### src/rtl/mcarw_pkg.sv
// ----------------------------------------------------------------------------
// mcarw_pkg
// Shared constants and types for the multi-channel anti-replay window.
// ----------------------------------------------------------------------------
package mcarw_pkg;

  localparam int WORD_BITS   = 64;
  localparam int WINDOW_BITS = 1024;
  localparam int WORDS       = WINDOW_BITS / WORD_BITS;
  localparam int CHANNELS    = 4;
  localparam int CH_W        = 2;
  localparam int SEQ_W       = 64;
  localparam int WIDX_W      = $clog2(WORDS);
  localparam int BS_W        = $clog2(WORD_BITS);
  localparam int DIST_W      = WIDX_W + BS_W;
  localparam int ADDR_W      = CH_W + WIDX_W;
  localparam int DEPTH       = CHANNELS * WORDS;
  localparam int RP_W        = WIDX_W + 2;

  localparam logic REQ_CHECK  = 1'b0;
  localparam logic REQ_COMMIT = 1'b1;

  typedef logic [WORD_BITS-1:0] word_t;

  typedef struct packed {
    logic [ADDR_W-1:0] rd_addr;
    logic              rd_neg;
    logic              wr_en;
    logic [ADDR_W-1:0] wr_addr;
    logic              clr_en;
    logic [CH_W-1:0]   clr_ch;
  } mem_cmd_t;

endpackage

### src/rtl/mcarw_sub.sv
// ----------------------------------------------------------------------------
// mcarw_sub
// Shared 64-bit subtractor: difference and borrow (a < b).
// ----------------------------------------------------------------------------
module mcarw_sub (
  input  logic [mcarw_pkg::SEQ_W-1:0] a,
  input  logic [mcarw_pkg::SEQ_W-1:0] b,
  output logic [mcarw_pkg::SEQ_W-1:0] diff,
  output logic                        borrow
);
  import mcarw_pkg::*;

  logic [SEQ_W:0] full;

  assign full   = {1'b0, a} - {1'b0, b};
  assign diff   = full[SEQ_W-1:0];
  assign borrow = full[SEQ_W];

endmodule

### config.mk
export PLATFORM = sky130hd
export DESIGN_NAME = mcarw_sub
export DESIGN_NICKNAME = d
export VERILOG_FILES = /design/src/rtl/mcarw_pkg.sv /design/src/rtl/mcarw_sub.sv
export SDC_FILE = /design/constraint.sdc
export NUM_CORES = 1
export LEC_CHECK = 0
export ABC_AREA = 1
export BUFFER_PORTS_ARGS = -buffer_cell sky130_fd_sc_hd__buf_2
export CORE_MARGIN = 2
export CORE_UTILIZATION = 35
export DETAILED_ROUTE_END_ITERATION = 8
export PLACE_DENSITY_LB_ADDON = 0.08
export SYNTH_ARGS = -nofsm -noshare
export SYNTH_HDL_FRONTEND = slang
export SYNTH_SLANG_ARGS = --single-unit
### constraint.sdc
create_clock -name vclk -period 2.7
set_input_delay 0.405 -clock vclk [all_inputs]
set_output_delay 0.405 -clock vclk [all_outputs]
set_load 0.005 [all_outputs]
==> flow_summary.ini <==
[floorplanning]
num_rows = 48
pin_count = 193
die_h_um = 138
die_area_um2 = 19000
fp.dieW_um = 138
core_um2 = 17400
start_util_pct = 36.0

[critical_path]
cp.arrival_ps = 2140
crit_chain = buf_2, ha_4, fa_2, inv_2, nand3_2, nand2_4, buf_6, buf_4, nand4_1, nand3_2, nand2_2, nand3_2, nand2_1, nand2_1, buf_2
crit_path_frequent_cell = nand3_2
crit_buf_inv = 5
path_class = in -> out
crit_family = simple AND/OR/NAND/NOR gates
crit_start = b[0]
crit_path_max_incr_delay_ps = 370
slowest_stage = fa_2
critPathRequiredTime_ps = 2300
cp-start-kind = input pin
crit_fanout = 4
cp-end-kind = output port

[route]
drtIter0Drc = 526
wire_per_inst_um = 13.5
vias = 8229
drc = 0
first_pass_iters = 5
via_per_inst = 4.50
antenna_left = 0
drt_wl_total_mm = 24.7

[sta]
finalSetupTns_ps = 0
slew_headroom_pct = 71.4
post-route-period-util_pct = 94.2
finalSetupViolCount = 0
post-route-min-period_ps = 2540
rsz0062_at_grt = yes
maxSlewViolCount = 0
fmax_mhz = 393
worst_pin_slew_ps = 425
finalHoldViolCount = 0

[global_routing]
grt_start_max_net_pins = 8
grt_pass1_wl_mm = 38.1
gr-total-overflow = 0
grt_use_total_pct = 25.9
antenna_found_initial = 0
grt_pass1_vias = 7510

[hold_path]
min-delay-start = b[0]
min_path_type = in -> out

[cells_and_area]
clkbuf_count = 0
area_growth_pct = 29.1
antenna_cells = 0
stdcell_count = 1827
design.seq.count = 0
layout-drive-gt1-share_pct = 22.8
seq_area_um2 = 0
final_nets = 1797
n_fill_cell = 2151
final_core_util_pct = 46.5

[power]
max-vdd-ir-drop_v = 0.0000915
power_density_nw_per_um2 = 225
p_leak_nw = 5.61

[place]
gp_congestion = 0.994
numPortBuffers = 193
placed_cells = 1824
hpwl_mm = 22.7

[synthesis]
yosysSeqAreaShare_pct = 0
synth_common_cells = 596 x nand2_1, 393 x inv_1, 99 x nor2_1, 64 x ha_1
synth.top_cell.area_share_pct = 35.6
synth_area_leaders = nand2_1 36%, inv_1 24%, ha_1 13%
avgSynthCellArea_um2 = 4.58
synth_cells = 1371
yosysMostFrequentCell = nand2_1
synth_fp_nets = 1564
synth_top_cell_by_area = nand2_1
syn_area_um2 = 6280
yosys_warnings = 0
yosys.cell_types.count = 24

[outcome]
status = complete, no violations

[job]
max-cap-violations = 0

[clocking]
cts_hold_buf = 0
worst paths after layout:
kind	to	slack, ps	depth (start not counted)
worst max-delay path	diff[52]	160	15
worst min-delay path	diff[0]	1170	4
where the power goes:
| part | switching (mW) | internal (mW) | total, mW |
|---|---|---|---|
| registers | 0 | 0 | 0 |
| clock network | 0 | 0 | 0 |
| logic | 1.11 | 0.712 | 1.82 |
| total | 1.11 | 0.712 | 1.82 |
layout make-up:
cell class / count / area (um^2) / share of cell area [%]
Inverter: 394 / 1480 / 18.2
Multi-Input combinational cell: 976 / 5080 / 62.7
Tap cell: 225 / 282 / 3.47
Timing Repair Buffer: 232 / 1260 / 15.6
what timing repair did:
| item | CTS | global route |
|---|---|---|
| setup endpoints to repair | 6 | 36 |
| setup buffers | 1 | 2 |
| pin swaps | 1 | 6 |
| resized for setup | 2 | 88 |
cell usage in the layout (no fill, tap or decap), types with 2 or more instances in the layout:
master / Yosys / routed
buf_4: 1 / 38
nand2_2: 24 / 40
nand3_1: 48 / 46
nand2_4: 1 / 3
a21oi_2: 0 / 4
nor4_2: 2 / 2
inv_2: 1 / 3
xor2_1: 30 / 29
ha_4: 0 / 4
inv_1: 393 / 391
nand3_2: 6 / 8
nor3_1: 11 / 8
nor2_1: 99 / 76
nor3_2: 3 / 5
buf_2: 0 / 193
ha_2: 0 / 18
nand4_1: 15 / 15
a21oi_1: 48 / 44
nor2_2: 16 / 34
nand2_1: 596 / 578
nor2_4: 3 / 8
ha_1: 64 / 42
o21ai_0: 4 / 4
stage by stage:
stage / setup slack (ps) / power, mW / area [um^2] / hold WS, ps
2_1_floorplan: 406 / 1.03 / 6280 / 941
3_3_place_gp: 41.0 / 1.73 / 7790 / 1130
3_5_place_dp: -24.3 / 1.73 / 7790 / 1140
4_1_cts: 32.0 / 1.75 / 7800 / 1140
5_1_grt: -9.66 / 2.06 / 8110 / 1210
6_report: 156 / 1.82 / 8110 / 1170
cell families after synthesis:
logic type | count (synthesis) | share of synthesized area (%)
compound gates | 55 | 4.51
fa+ha+maj | 65 | 13.1
buf+inv | 395 | 23.7
simple gates | 825 | 54.4
xor+xnor | 31 | 4.33
layer usage:
| layer | track usage, % | wire, um | up-vias |
|---|---|---|---|
| met5 | 0 | 0 | - |
| met4 | 1.70 | 230 | 0 |
| met3 | 0.731 | 1330 | 10 |
| met2 | 41.2 | 10400 | 201 |
| met1 | 40.1 | 12700 | 3587 |
| li1 | - | - | 4431 |
worst min-delay path: cells and delay by family:
kind	cells	cell delay (ps)
fa+ha+maj	1	120
buf+inv	3	240
(Power assumes the default switching activity.)
